File: config.mk
export PLATFORM = sky130hd
export DESIGN_NAME = hostname_syntax_checker_core
export DESIGN_NICKNAME = d
export VERILOG_FILES = /design/src/sv/hsc_pkg.sv /design/src/sv/hsc_front.sv /design/src/sv/hsc_queue.sv /design/src/sv/hsc_back.sv /design/src/sv/hostname_syntax_checker_core.sv
export SDC_FILE = /design/constraint.sdc
export NUM_CORES = 1
export LEC_CHECK = 0
export BUFFER_PORTS_ARGS = -buffer_cell sky130_fd_sc_hd__clkbuf_2
export CORE_UTILIZATION = 30
export DETAILED_ROUTE_END_ITERATION = 10
export SYNTH_ARGS = -nofsm -noshare
export SYNTH_HDL_FRONTEND = slang
export SYNTH_HIERARCHICAL = 1
export SYNTH_SLANG_ARGS = --single-unit
File: constraint.sdc
create_clock -name i_clk -period 3.17 [get_ports i_clk]
set_input_delay 0.7925 -clock i_clk [delete_from_list [all_inputs] [get_ports i_clk]]
set_output_delay 0.7925 -clock i_clk [all_outputs]
set_load 0.005 [all_outputs]
File: src/sv/hsc_pkg.sv
`default_nettype none

package hsc_pkg;

    // Character codes
    localparam logic [7:0] CH_NUL    = 8'h00;
    localparam logic [7:0] CH_HYPHEN = 8'h2D;
    localparam logic [7:0] CH_DOT    = 8'h2E;
    localparam logic [7:0] CH_ZERO   = 8'h30;
    localparam logic [7:0] CH_NINE   = 8'h39;
    localparam logic [7:0] CH_UPPER_A = 8'h41;
    localparam logic [7:0] CH_UPPER_Z = 8'h5A;
    localparam logic [7:0] CH_LOWER_A = 8'h61;
    localparam logic [7:0] CH_LOWER_Z = 8'h7A;

    // Verdict codes
    localparam logic [1:0] VERDICT_UNCONFIGURED = 2'd0;
    localparam logic [1:0] VERDICT_INVALID      = 2'd1;
    localparam logic [1:0] VERDICT_CONFIGURED   = 2'd2;

    // Reason codes
    localparam logic REASON_OK     = 1'b0;
    localparam logic REASON_BAD_CFG = 1'b1;

    // Label and octet limits fixed by the field widths
    localparam logic [6:0] LABEL_LEN_SAT = 7'd64;
    localparam logic [8:0] OCTET_SAT     = 9'd256;
    localparam logic [8:0] OCTET_MAX     = 9'd255;
    localparam logic [6:0] OCTET_DIGITS  = 7'd3;
    localparam int         QUAD_LABELS   = 4;

    // Queue between classifier and checker
    localparam int QUEUE_DEPTH = 4;
    localparam int QUEUE_PTR_W = $clog2(QUEUE_DEPTH);
    localparam int QUEUE_CNT_W = $clog2(QUEUE_DEPTH + 1);

    typedef struct packed {
        logic       is_end;
        logic       is_dot;
        logic       is_hyphen;
        logic       is_digit;
        logic       is_legal;
        logic [3:0] digit;
    } t_byte_class;

endpackage

`default_nettype wire

File: src/sv/hsc_front.sv
`default_nettype none

module hsc_front (
    input  wire logic [7:0]          i_name_byte,
    output hsc_pkg::t_byte_class     o_class
);

    logic w_digit;
    logic w_alpha;

    assign w_digit = (i_name_byte >= hsc_pkg::CH_ZERO) && (i_name_byte <= hsc_pkg::CH_NINE);
    assign w_alpha = ((i_name_byte >= hsc_pkg::CH_LOWER_A) &&
                      (i_name_byte <= hsc_pkg::CH_LOWER_Z)) ||
                     ((i_name_byte >= hsc_pkg::CH_UPPER_A) &&
                      (i_name_byte <= hsc_pkg::CH_UPPER_Z));

    always_comb begin
        o_class.is_end    = (i_name_byte == hsc_pkg::CH_NUL);
        o_class.is_dot    = (i_name_byte == hsc_pkg::CH_DOT);
        o_class.is_hyphen = (i_name_byte == hsc_pkg::CH_HYPHEN);
        o_class.is_digit  = w_digit;
        o_class.is_legal  = w_alpha || w_digit || o_class.is_dot || o_class.is_hyphen;
        // '0'..'9' carry their value in the low nibble
        o_class.digit     = i_name_byte[3:0];
    end

endmodule

`default_nettype wire

File: src/sv/hsc_queue.sv
`default_nettype none

module hsc_queue (
    input  wire logic                 i_clk,
    input  wire logic                 i_rst_n,
    input  wire logic                 i_push,
    input  wire hsc_pkg::t_byte_class i_item,
    output logic                      o_full,
    output logic                      o_valid,
    input  wire logic                 i_pop,
    output hsc_pkg::t_byte_class      o_item
);

    hsc_pkg::t_byte_class r_slot [hsc_pkg::QUEUE_DEPTH];
    logic [hsc_pkg::QUEUE_PTR_W-1:0] r_wr_ptr;
    logic [hsc_pkg::QUEUE_PTR_W-1:0] r_rd_ptr;
    logic [hsc_pkg::QUEUE_CNT_W-1:0] r_count;
    logic                            w_push;
    logic                            w_pop;

    assign o_full  = (r_count == hsc_pkg::QUEUE_CNT_W'(hsc_pkg::QUEUE_DEPTH));
    assign o_valid = (r_count != '0);
    assign o_item  = r_slot[r_rd_ptr];
    assign w_push  = i_push && !o_full;
    assign w_pop   = i_pop && o_valid;

    always_ff @(posedge i_clk) begin
        if (w_push) begin
            r_slot[r_wr_ptr] <= i_item;
        end
    end

    always_ff @(posedge i_clk) begin
        if (!i_rst_n) begin
            r_wr_ptr <= '0;
            r_rd_ptr <= '0;
            r_count  <= '0;
        end else begin
            if (w_push) begin
                r_wr_ptr <= r_wr_ptr + 1'b1;
            end
            if (w_pop) begin
                r_rd_ptr <= r_rd_ptr + 1'b1;
            end
            if (w_push && !w_pop) begin
                r_count <= r_count + 1'b1;
            end else if (w_pop && !w_push) begin
                r_count <= r_count - 1'b1;
            end
        end
    end

    a_count_bound: assert property (@(posedge i_clk) disable iff (!i_rst_n)
        r_count <= hsc_pkg::QUEUE_CNT_W'(hsc_pkg::QUEUE_DEPTH))
        else $error("queue count above depth");

endmodule

`default_nettype wire

File: src/sv/hsc_back.sv
`default_nettype none

module hsc_back #(
    parameter int MAX_NAME_BYTES  = 253,
    parameter int MAX_LABEL_BYTES = 63,
    parameter int MAX_LABELS      = 127
) (
    input  wire logic                 i_clk,
    input  wire logic                 i_rst_n,
    input  wire logic                 i_q_valid,
    input  wire hsc_pkg::t_byte_class i_q_item,
    output logic                      o_q_pop,
    output logic                      o_out_valid,
    input  wire logic                 i_out_stall,
    output logic [1:0]                o_verdict,
    output logic                      o_usable,
    output logic [7:0]                o_name_length,
    output logic [6:0]                o_label_total,
    output logic                      o_is_ipv4_literal,
    output logic                      o_reason_code
);

    localparam int CW = $clog2(MAX_NAME_BYTES + 2);
    localparam int LW = $clog2(MAX_LABELS + 1);

    logic [CW-1:0] r_byte_count,   n_byte_count;
    logic [6:0]    r_lbl_bytes,    n_lbl_bytes;
    logic [LW-1:0] r_labels,       n_labels;
    logic [LW-1:0] r_num_labels,   n_num_labels;
    logic          r_all_digits,   n_all_digits;
    logic          r_first_hyphen, n_first_hyphen;
    logic          r_first_zero,   n_first_zero;
    logic          r_prev_hyphen,  n_prev_hyphen;
    logic          r_last_numeric, n_last_numeric;
    logic [8:0]    r_octet,        n_octet;
    logic          r_octets_ok,    n_octets_ok;
    logic          r_name_bad,     n_name_bad;

    logic          r_out_valid;
    logic [1:0]    r_verdict,  n_verdict;
    logic [CW-1:0] r_length,   n_length;
    logic [LW-1:0] r_ltotal,   n_ltotal;
    logic          r_literal,  n_literal;

    // Label close, evaluated from current state
    logic          c_bad;
    logic [LW-1:0] c_labels;
    logic [LW-1:0] c_num_labels;
    logic          c_octet_ok;
    logic          w_labels_full;
    logic [11:0]   w_octet_next;
    logic          w_end_bad;
    logic          w_pop;
    logic          w_end;

    logic [CW+7:0] w_len_ext;
    logic [LW+6:0] w_lab_ext;

    assign w_end   = i_q_item.is_end;
    assign w_pop   = i_q_valid && (!w_end || !r_out_valid || !i_out_stall);
    assign o_q_pop = w_pop;

    always_comb begin
        w_labels_full = (r_labels >= LW'(MAX_LABELS));
        c_bad = (r_lbl_bytes == '0) || (r_lbl_bytes > 7'(MAX_LABEL_BYTES)) ||
                r_first_hyphen || r_prev_hyphen || w_labels_full;
        c_labels     = w_labels_full ? r_labels : r_labels + 1'b1;
        c_num_labels = (!w_labels_full && r_all_digits) ? r_num_labels + 1'b1 : r_num_labels;
        c_octet_ok   = r_all_digits && (r_lbl_bytes != '0) &&
                       (r_lbl_bytes <= hsc_pkg::OCTET_DIGITS) &&
                       !((r_lbl_bytes > 7'd1) && r_first_zero) &&
                       (r_octet <= hsc_pkg::OCTET_MAX);
        w_octet_next = 12'(r_octet) * 12'd10 + 12'(i_q_item.digit);
    end

    always_comb begin
        n_byte_count   = r_byte_count;
        n_lbl_bytes    = r_lbl_bytes;
        n_labels       = r_labels;
        n_num_labels   = r_num_labels;
        n_all_digits   = r_all_digits;
        n_first_hyphen = r_first_hyphen;
        n_first_zero   = r_first_zero;
        n_prev_hyphen  = r_prev_hyphen;
        n_last_numeric = r_last_numeric;
        n_octet        = r_octet;
        n_octets_ok    = r_octets_ok;
        n_name_bad     = r_name_bad;
        n_verdict      = r_verdict;
        n_length       = r_length;
        n_ltotal       = r_ltotal;
        n_literal      = r_literal;
        w_end_bad      = 1'b0;

        if (w_pop && !w_end) begin
            if (r_byte_count <= CW'(MAX_NAME_BYTES)) begin
                n_byte_count = r_byte_count + 1'b1;
            end
            if (!i_q_item.is_legal) begin
                n_name_bad = 1'b1;
            end
            if (i_q_item.is_dot) begin
                n_name_bad     = r_name_bad || c_bad || !i_q_item.is_legal;
                n_labels       = c_labels;
                n_num_labels   = c_num_labels;
                n_last_numeric = r_all_digits;
                n_octets_ok    = r_octets_ok && c_octet_ok;
                n_lbl_bytes    = '0;
                n_all_digits   = 1'b1;
                n_first_hyphen = 1'b0;
                n_first_zero   = 1'b0;
                n_prev_hyphen  = 1'b0;
                n_octet        = '0;
            end else begin
                if (r_lbl_bytes == '0) begin
                    n_first_hyphen = i_q_item.is_hyphen;
                    n_first_zero   = i_q_item.is_digit && (i_q_item.digit == 4'd0);
                end
                if (r_lbl_bytes < hsc_pkg::LABEL_LEN_SAT) begin
                    n_lbl_bytes = r_lbl_bytes + 1'b1;
                end
                if (i_q_item.is_digit) begin
                    n_octet = (w_octet_next > 12'(hsc_pkg::OCTET_SAT)) ?
                              hsc_pkg::OCTET_SAT : w_octet_next[8:0];
                end else begin
                    n_all_digits = 1'b0;
                end
                n_prev_hyphen = i_q_item.is_hyphen;
            end
        end else if (w_pop && w_end) begin
            n_length  = '0;
            n_ltotal  = '0;
            n_literal = 1'b0;
            if (r_byte_count == '0) begin
                n_verdict = hsc_pkg::VERDICT_UNCONFIGURED;
            end else begin
                w_end_bad = r_name_bad || c_bad || (r_byte_count > CW'(MAX_NAME_BYTES)) ||
                            (c_labels < LW'(2));
                if (!w_end_bad) begin
                    if (c_num_labels == c_labels) begin
                        if ((c_labels != LW'(hsc_pkg::QUAD_LABELS)) ||
                            !(r_octets_ok && c_octet_ok)) begin
                            w_end_bad = 1'b1;
                        end else begin
                            n_literal = 1'b1;
                        end
                    end else if (r_all_digits) begin
                        w_end_bad = 1'b1;
                    end
                end
                if (w_end_bad) begin
                    n_verdict = hsc_pkg::VERDICT_INVALID;
                    n_literal = 1'b0;
                end else begin
                    n_verdict = hsc_pkg::VERDICT_CONFIGURED;
                    n_length  = r_byte_count;
                    n_ltotal  = c_labels;
                end
            end
            // start over for the next name
            n_byte_count   = '0;
            n_labels       = '0;
            n_num_labels   = '0;
            n_last_numeric = 1'b0;
            n_octets_ok    = 1'b1;
            n_name_bad     = 1'b0;
            n_lbl_bytes    = '0;
            n_all_digits   = 1'b1;
            n_first_hyphen = 1'b0;
            n_first_zero   = 1'b0;
            n_prev_hyphen  = 1'b0;
            n_octet        = '0;
        end
    end

    always_ff @(posedge i_clk) begin
        if (!i_rst_n) begin
            r_byte_count   <= '0;
            r_lbl_bytes    <= '0;
            r_labels       <= '0;
            r_num_labels   <= '0;
            r_all_digits   <= 1'b1;
            r_first_hyphen <= 1'b0;
            r_first_zero   <= 1'b0;
            r_prev_hyphen  <= 1'b0;
            r_last_numeric <= 1'b0;
            r_octet        <= '0;
            r_octets_ok    <= 1'b1;
            r_name_bad     <= 1'b0;
            r_out_valid    <= 1'b0;
        end else begin
            r_byte_count   <= n_byte_count;
            r_lbl_bytes    <= n_lbl_bytes;
            r_labels       <= n_labels;
            r_num_labels   <= n_num_labels;
            r_all_digits   <= n_all_digits;
            r_first_hyphen <= n_first_hyphen;
            r_first_zero   <= n_first_zero;
            r_prev_hyphen  <= n_prev_hyphen;
            r_last_numeric <= n_last_numeric;
            r_octet        <= n_octet;
            r_octets_ok    <= n_octets_ok;
            r_name_bad     <= n_name_bad;
            if (w_pop && w_end) begin
                r_out_valid <= 1'b1;
            end else if (!i_out_stall) begin
                r_out_valid <= 1'b0;
            end
        end
    end

    always_ff @(posedge i_clk) begin
        r_verdict <= n_verdict;
        r_length  <= n_length;
        r_ltotal  <= n_ltotal;
        r_literal <= n_literal;
    end

    // mask counts to the result field widths
    assign w_len_ext = {8'd0, r_length};
    assign w_lab_ext = {7'd0, r_ltotal};

    assign o_out_valid       = r_out_valid;
    assign o_verdict         = r_verdict;
    assign o_usable          = (r_verdict == hsc_pkg::VERDICT_CONFIGURED);
    assign o_name_length     = w_len_ext[7:0];
    assign o_label_total     = w_lab_ext[6:0];
    assign o_is_ipv4_literal = r_literal;
    assign o_reason_code     = (r_verdict == hsc_pkg::VERDICT_INVALID) ?
                               hsc_pkg::REASON_BAD_CFG : hsc_pkg::REASON_OK;

    a_literal_quad: assert property (@(posedge i_clk) disable iff (!i_rst_n)
        (r_out_valid && r_literal) |-> (r_ltotal == LW'(hsc_pkg::QUAD_LABELS)) &&
                                       (r_verdict == hsc_pkg::VERDICT_CONFIGURED))
        else $error("address literal without four labels");

    a_end_clears: assert property (@(posedge i_clk) disable iff (!i_rst_n)
        (w_pop && w_end) |=> (r_byte_count == '0) && (r_labels == '0) && r_out_valid)
        else $error("state not cleared after terminator");

    a_label_sat: assert property (@(posedge i_clk) disable iff (!i_rst_n)
        r_lbl_bytes <= hsc_pkg::LABEL_LEN_SAT)
        else $error("label length past saturation");

    a_no_overwrite: assert property (@(posedge i_clk) disable iff (!i_rst_n)
        (r_out_valid && i_out_stall) |-> !(w_pop && w_end))
        else $error("pending result overwritten");

endmodule

`default_nettype wire

File: src/sv/hostname_syntax_checker_core.sv
`default_nettype none

// Channel  | Direction | Handshake                  | Payload
// ---------+-----------+----------------------------+--------------------------------
// in       | input     | i_in_valid / o_in_stall    | i_name_byte
// out      | output    | o_out_valid / i_out_stall  | o_verdict .. o_reason_code
//
// One name byte is taken per cycle unless o_in_stall is high.
// o_out_valid is a register set when the checker pops the zero byte off the queue.
// A four-entry queue sits between the classifier and the checker; o_in_stall
// rises only when that queue is full, i.e. after the output has been held.
// Reset is synchronous and active low; no clearing pass.
module hostname_syntax_checker_core #(
    parameter int MAX_NAME_BYTES  = 253,
    parameter int MAX_LABEL_BYTES = 63,
    parameter int MAX_LABELS      = 127
) (
    input  wire logic       i_clk,
    input  wire logic       i_rst_n,
    input  wire logic       i_in_valid,
    output logic            o_in_stall,
    input  wire logic [7:0] i_name_byte,
    output logic            o_out_valid,
    input  wire logic       i_out_stall,
    output logic [1:0]      o_verdict,
    output logic            o_usable,
    output logic [7:0]      o_name_length,
    output logic [6:0]      o_label_total,
    output logic            o_is_ipv4_literal,
    output logic            o_reason_code
);

    hsc_pkg::t_byte_class w_class;
    hsc_pkg::t_byte_class w_q_item;
    logic                 w_q_full;
    logic                 w_q_valid;
    logic                 w_q_pop;

    assign o_in_stall = w_q_full;

    hsc_front u_front (
        .i_name_byte (i_name_byte),
        .o_class     (w_class)
    );

    hsc_queue u_queue (
        .i_clk   (i_clk),
        .i_rst_n (i_rst_n),
        .i_push  (i_in_valid),
        .i_item  (w_class),
        .o_full  (w_q_full),
        .o_valid (w_q_valid),
        .i_pop   (w_q_pop),
        .o_item  (w_q_item)
    );

    hsc_back #(
        .MAX_NAME_BYTES  (MAX_NAME_BYTES),
        .MAX_LABEL_BYTES (MAX_LABEL_BYTES),
        .MAX_LABELS      (MAX_LABELS)
    ) u_back (
        .i_clk             (i_clk),
        .i_rst_n           (i_rst_n),
        .i_q_valid         (w_q_valid),
        .i_q_item          (w_q_item),
        .o_q_pop           (w_q_pop),
        .o_out_valid       (o_out_valid),
        .i_out_stall       (i_out_stall),
        .o_verdict         (o_verdict),
        .o_usable          (o_usable),
        .o_name_length     (o_name_length),
        .o_label_total     (o_label_total),
        .o_is_ipv4_literal (o_is_ipv4_literal),
        .o_reason_code     (o_reason_code)
    );

endmodule

`default_nettype wire

; Yosys cells after proc, flatten, opt, wreduce, memory -nomap -nowiden
; Memory sizes are Yosys's and may differ from the RTL's. A register that Yosys moved wholly into a read port is not among the register bits.
; Index checks and enable logic that the tools add are counted.
; Widths: inputs -> output; s select.
[word_totals]
latchBits = 0
in_bits = 12
reg_bits = 70
rom_bits = 0
word_cells = 178
ramBits = 36
output_inout_bits = 22
memories = 1
[op_classes]
div_mod_pow = 0
shift = 0
order_cmp = 16
n_eq_ne = 15
reduce_logical = 61
muxes = 54
addsub = 9
bitwise_logic = 2
mul = 1
[mem_list]
columns = memory, depth, width, rd, rd_clocked_by_memory_dff, write_ports, line_no
row1 = u_queue.r_slot, 4, 9, 1, 1, 1, hsc_queue.sv:14  ; hsc_pkg::t_byte_class r_slot [hsc_pkg::QUEUE_DEPTH];
[ops]
columns = operator, n
row1 = $mux 7, 10
row2 = $mux 9, 5
row3 = $mux 1, 31
row4 = $mux 8, 3
row5 = $add 7x1->7 const B, 3
row6 = $logic_and 1x1->1, 18
row7 = $eq 8x6->1 const B, 2
row8 = $ge 8x7->1 const B, 2
row9 = $le 8x7->1 const B, 2
row10 = $logic_not 8->1, 2
row11 = $reduce_and 2->1, 8
row12 = $logic_or 1x1->1, 15
row13 = $add 12x4->12, 1
row14 = $gt 12x9->1 const B, 1
row15 = $ne 3x2->1 const B, 4
row16 = $mul 9x3->11 const B, 1
row17 = $logic_not 1->1, 10
row18 = $le 9x8->1 const B, 1
row19 = $add 8x1->8 const B, 1
row20 = $ge 8x6->1 const B, 1
row21 = $gt 8x8->1 const B, 1
row22 = $le 8x6->1 const B, 1
row23 = $le 8x8->1 const B, 1
row24 = $eq 7x7->1, 1
row25 = 26 further kinds, 33

; Depth between registers and ports, before layout
[logic_depth]
ltp_word = 15
ltp_mapped = 12
ltp_nobuf = 11

; Hierarchy
; The synthesis kept the hierarchy.
[by_module_without_submodules]
columns = mod, n_inst, area_each_um2, seq_area_each_um2, cells_per_inst
row1 = hsc_back, 1, 4180.3, 1441.4, 465
row2 = hsc_queue, 1, 1784.2, 1261.2, 95
row3 = hsc_front, 1, 156.4, 0.0, 23

; Worst setup path before layout
; Ideal clock, no wire load.
[synth_timing]
path_kind = flip-flop to flip-flop
start = register (tool-made name)
end = register u_back.r_octet[0]
required_ps = 3032
setup_ps = 138
path_buffers = 1
path_slack_ps = 189
t_arrival_ps = 2844
period_less_slack_ps = 2981
stages_incl_launch_ff = 11
path_cell_list = dfxtp_1 > buf_2 > mux4_2 > ha_1 > a21o_1 > a21oi_1 > nor4b_1 > and2_1 > mux2_2 > a22oi_1 > o21ai_0
[synth_rtl]
columns = item, line_no
row1 = end signal: assignment, hsc_back.sv:201  ; r_octet <= n_octet;
row2 = end: declaration, hsc_back.sv:35  ; logic [8:0] r_octet, n_octet;

; Final worst setup path
[layout_timing]
start = register u_back.r_labels[1]
end = register u_back.r_verdict[0] (netlist: u_back/o_verdict[0]), data pin
[layout_between]
elab_chain_len = 11
word_cells_on_any_way = 21
cone_classes = add/sub: 1 / order compare: 2 / eq/ne: 2 / mux: 9 / reduce/logical: 7
[layout_lines]
columns = item, line_no
row1 = start: declaration, hsc_back.sv:28  ; logic [LW-1:0] r_labels, n_labels;
row2 = start signal: assignment, hsc_back.sv:194  ; r_labels <= n_labels;
row3 = "parallel branches: the longest is 6 deep, another holds $add 7x1->7", --
row4 = $mux 1 *, hsc_back.sv:139  ; if (!w_end_bad) begin
row5 = $mux 1 *, hsc_back.sv:134  ; if (r_byte_count == '0) begin
row6 = $mux 1 *, hsc_back.sv:130  ; end else if (w_pop && w_end) begin
row7 = $mux 1 *, hsc_back.sv:95  ; if (w_pop && !w_end) begin
row8 = $mux 2 *, hsc_back.sv:151  ; if (w_end_bad) begin
row9 = end signal: assignment, hsc_back.sv:213  ; r_verdict <= n_verdict;
row10 = end: declaration, hsc_back.sv:40  ; logic [1:0] r_verdict, n_verdict;
; Mark *: on every way between the ends. The select of a mux whose other input is x is not followed.
; A chain may end at the register's enable or synchronous reset.

==> metrics.txt <==
Max Transition Viols Final 0; max-cap violations 0; Worst setup SP type flop; actual slew at the worst max-slew pin 0.732 ns; via count 4,300; pin count of the biggest net entering global routing 23; first-pass GRT wire length 20.0 mm; async set-reset flop share out of synthesis 0; largest family of logic cells by synthesized area simple AND/OR/NAND/NOR gates; Clock Skews 0.0121 ns; Cells after DPL 879; chip height 145 µm; First DRT Iteration DRCs 229; Worst setup EP type flop; VDD IR max 0.409 mV; CTS tree done; Worst Path Arrival 3.10 ns; sequential area share after synthesis 0.442; Pre-antenna DRT Iters 7; num rows 51; Seq cells post-synth 108; grt total ovfl 0; slew margin rel. 0.512; Hold Startpoint u_back/r_prev_hyphen$_SDFFE_PN0P_; worst min path class flop to flop; final RePlAce weighted congestion 0.790; Synth Area in Simple Gates 0.207; Antenna Nets Post-Route 0; outcome complete, no violations; Top Ports 34; CTS Root Cell clkbuf_16; H-tree levels 3; placed cell areas 0.00664 mm²; crit-path max FO 10; Crit path required time 3.27 ns; Final Cycle Share 0.946; Die Wd 145 µm; layout cell share with drive strength beyond 1 0.178; final net count 671; initial antenna violation count 0; RSZ-0062 raised after global routing false; Design Area, Final 0.00698 mm²; Core Area 0.0197 mm²; worst r2r path cells 8; Global Route Usage Sum 0.122; Vias/cell 4.80; Final WS setup 0.172 ns; Post-Syn Area 0.00612 mm²; Synth Area per Inst 10.5 µm²; power per cell area 703 mW/mm²; Clock Latency Late Sink 0.36 ns; Critical R2R Capture u_back/o_verdict[0]$_SDFFCE_PP0P_; # port buffers 33; fraction of synthesized area in multiplexers 0.0617; setup violators final 0; final wirelength 11.8 mm; Synth Flop Type edfxtp_1; CP cell instances ha_2 -> nand3_1 -> o21a_1 -> or2_1 -> a32o_1 -> a2111oi_4 -> and4_1 -> mux2_2; Clock Sinks 108; Final min period 3.00 ns; Crit path largest cell delay 0.49 ns; Mapped Nets 629; yosys warns 6; Post-Place Worst Slack 0.0108 ns; critical path type flop to flop; vias in the first global route 4,040; DRC violations left 0; Final Instance Count excl. Fillers 895; Avg WL per Cell 13.2 µm; EDFF count, synth 54; setup TNS 0 ns; Hold Crit Depth 2; CTS Buffer Depth 2; Unique masters post-synth 80; Starting Density 0.310; Pleak 2.61 nW; Adder-Cell Fraction of Synth Area 0.0732; Area Growth Syn to Fin 14.0%; Mapped Cells 583; worst r2r src u_back/r_labels[1]$_SDFFE_PN0P_; clock slew at reported path FFs 0.08 ns; ant diodes 0; worst-path cell with the longest stage delay dfxtp_1; total CTS buffers 9; Hold Crit Endpoint u_back/r_prev_hyphen$_SDFFE_PN0P_; Synth Area in XOR/XNOR 0.0515; R2R Setup Slk 0.17 ns; Final Hold Vio Count 0; DP Wirelength 8.84 mm; Compound-Gate Fraction of Synth Area 0.128; fmax 334 MHz; Die Area 0.0210 mm²
## sequential cells by signal (all words and copies together) (netlist names), 2 cells and up, named ones only
name / cells
u_back/o_verdict: 2
u_back/r_labels: 7
u_back/r_byte_count: 8
u_queue/r_rd_ptr: 2
u_back/r_lbl_bytes: 7
u_back/r_num_labels: 7
u_queue/r_count: 3
u_queue/r_slot: 36
u_back/r_octet: 9
u_back/o_name_length: 8
u_back/o_label_total: 7
u_queue/r_wr_ptr: 2
## per-layer routing
metal,track usage,part of all wire,vias to the layer above
li1,-,-,2219
met1,0.164,0.50,2006
met2,0.191,0.46,65
met3,0.0283,0.034,10
met4,0.0399,0.0098,0
met5,0,0,-
## placed cells by master (no fill, tap or decap), types with 21 or more instances in the layout
master	n
edfxtp_1	54
dfxtp_1	53
ha_1	30
clkbuf_2	33
nor2b_1	22
buf_4	23
nor2_1	38
nand2_1	58
a21oi_1	23
o21ai_0	21
## logic make-up after synthesis
| logic type | Yosys count |
|---|---|
| xor+xnor | 36 |
| fa+ha+maj | 34 |
| simple gates | 224 |
| compound gates | 111 |
| flops | 108 |
| buf+inv | 44 |
| mux | 26 |
## synth_stat cells (all sizes together), types with 15 or more instances
| master | count | area (µm²) |
|---|---|---|
| a21oi | 25 | 133 |
| and2 | 15 | 93.8 |
| buf | 16 | 123 |
| dfxtp | 54 | 1080 |
| edfxtp | 54 | 1620 |
| ha | 31 | 388 |
| inv | 19 | 71.3 |
| nand2 | 59 | 224 |
| nand3 | 15 | 87.6 |
| nor2 | 38 | 143 |
| nor2b | 23 | 144 |
| o21ai | 24 | 120 |
| xnor2 | 17 | 149 |
| xor2 | 19 | 166 |
## critical path: cells and delay by family, from the launching register on
kind	cells	cell delay, ns
AO/OA/AOI/OAI	3	0.82
adder cells (fa/ha/maj)	1	0.35
flip-flops	1	0.49
multiplexers	1	0.36
AND/OR/NAND/NOR	3	0.74
## worst max path at each step
| stage | startpoint | endpoint | slack, ns | cells past startpoint |
|---|---|---|---|---|
| floorplan | flop | u_back/r_octet[0]$_SDFFE_PN0P_ | 0.19 | 10 |
| global placement | flop | u_back/r_octet[6]$_SDFFE_PN0P_ | 0.12 | 11 |
| detailed placement | flop | u_back/r_octet[6]$_SDFFE_PN0P_ | 0.01 | 11 |
| CTS | flop | u_back/r_octet[6]$_SDFFE_PN0P_ | 0.09 | 11 |
| global route | u_back/r_labels[1]$_SDFFE_PN0P_ | u_back/o_name_length[3]$_SDFFCE_PP0P_ | 0.005 | 9 |
| finish | u_back/r_labels[1]$_SDFFE_PN0P_ | u_back/o_verdict[0]$_SDFFCE_PP0P_ | 0.17 | 8 |
## through the flow
step / hold slack (ns) / power, mW / util
2_1_floorplan: 0.443 / 3.36 / -
3_3_place_gp: 0.460 / 3.83 / 0.337
3_5_place_dp: 0.464 / 3.84 / 0.337
4_1_cts: 0.475 / 4.96 / 0.352
5_1_grt: 0.496 / 5.27 / 0.354
6_report: 0.477 / 4.90 / 0.354
## layout make-up
| type | instances | area [µm²] |
|---|---|---|
| multi-input combinational | 431 | 3240 |
| inverter | 19 | 71.3 |
| sequential | 108 | 2700 |
| timing repair buffer | 56 | 338 |
| tap | 265 | 332 |
| clock buffer | 9 | 225 |
| fill | 1950 | 12700 |
| clock inverter | 7 | 67.6 |
## power breakdown
part	total [mW]	switching (mW)	internal, mW
combinational	1.94	1.09	0.844
sequential	1.87	0.161	1.71
clock	1.10	0.545	0.553
## what timing repair did
action,in CTS,in global routing
buffers inserted,0,0
hold buffers,0,0
resized for setup,1,9
cloned,0,0
endpoints found under the setup margin,3,21
pin swaps,0,1
Power figures use the tool's default switching activity.
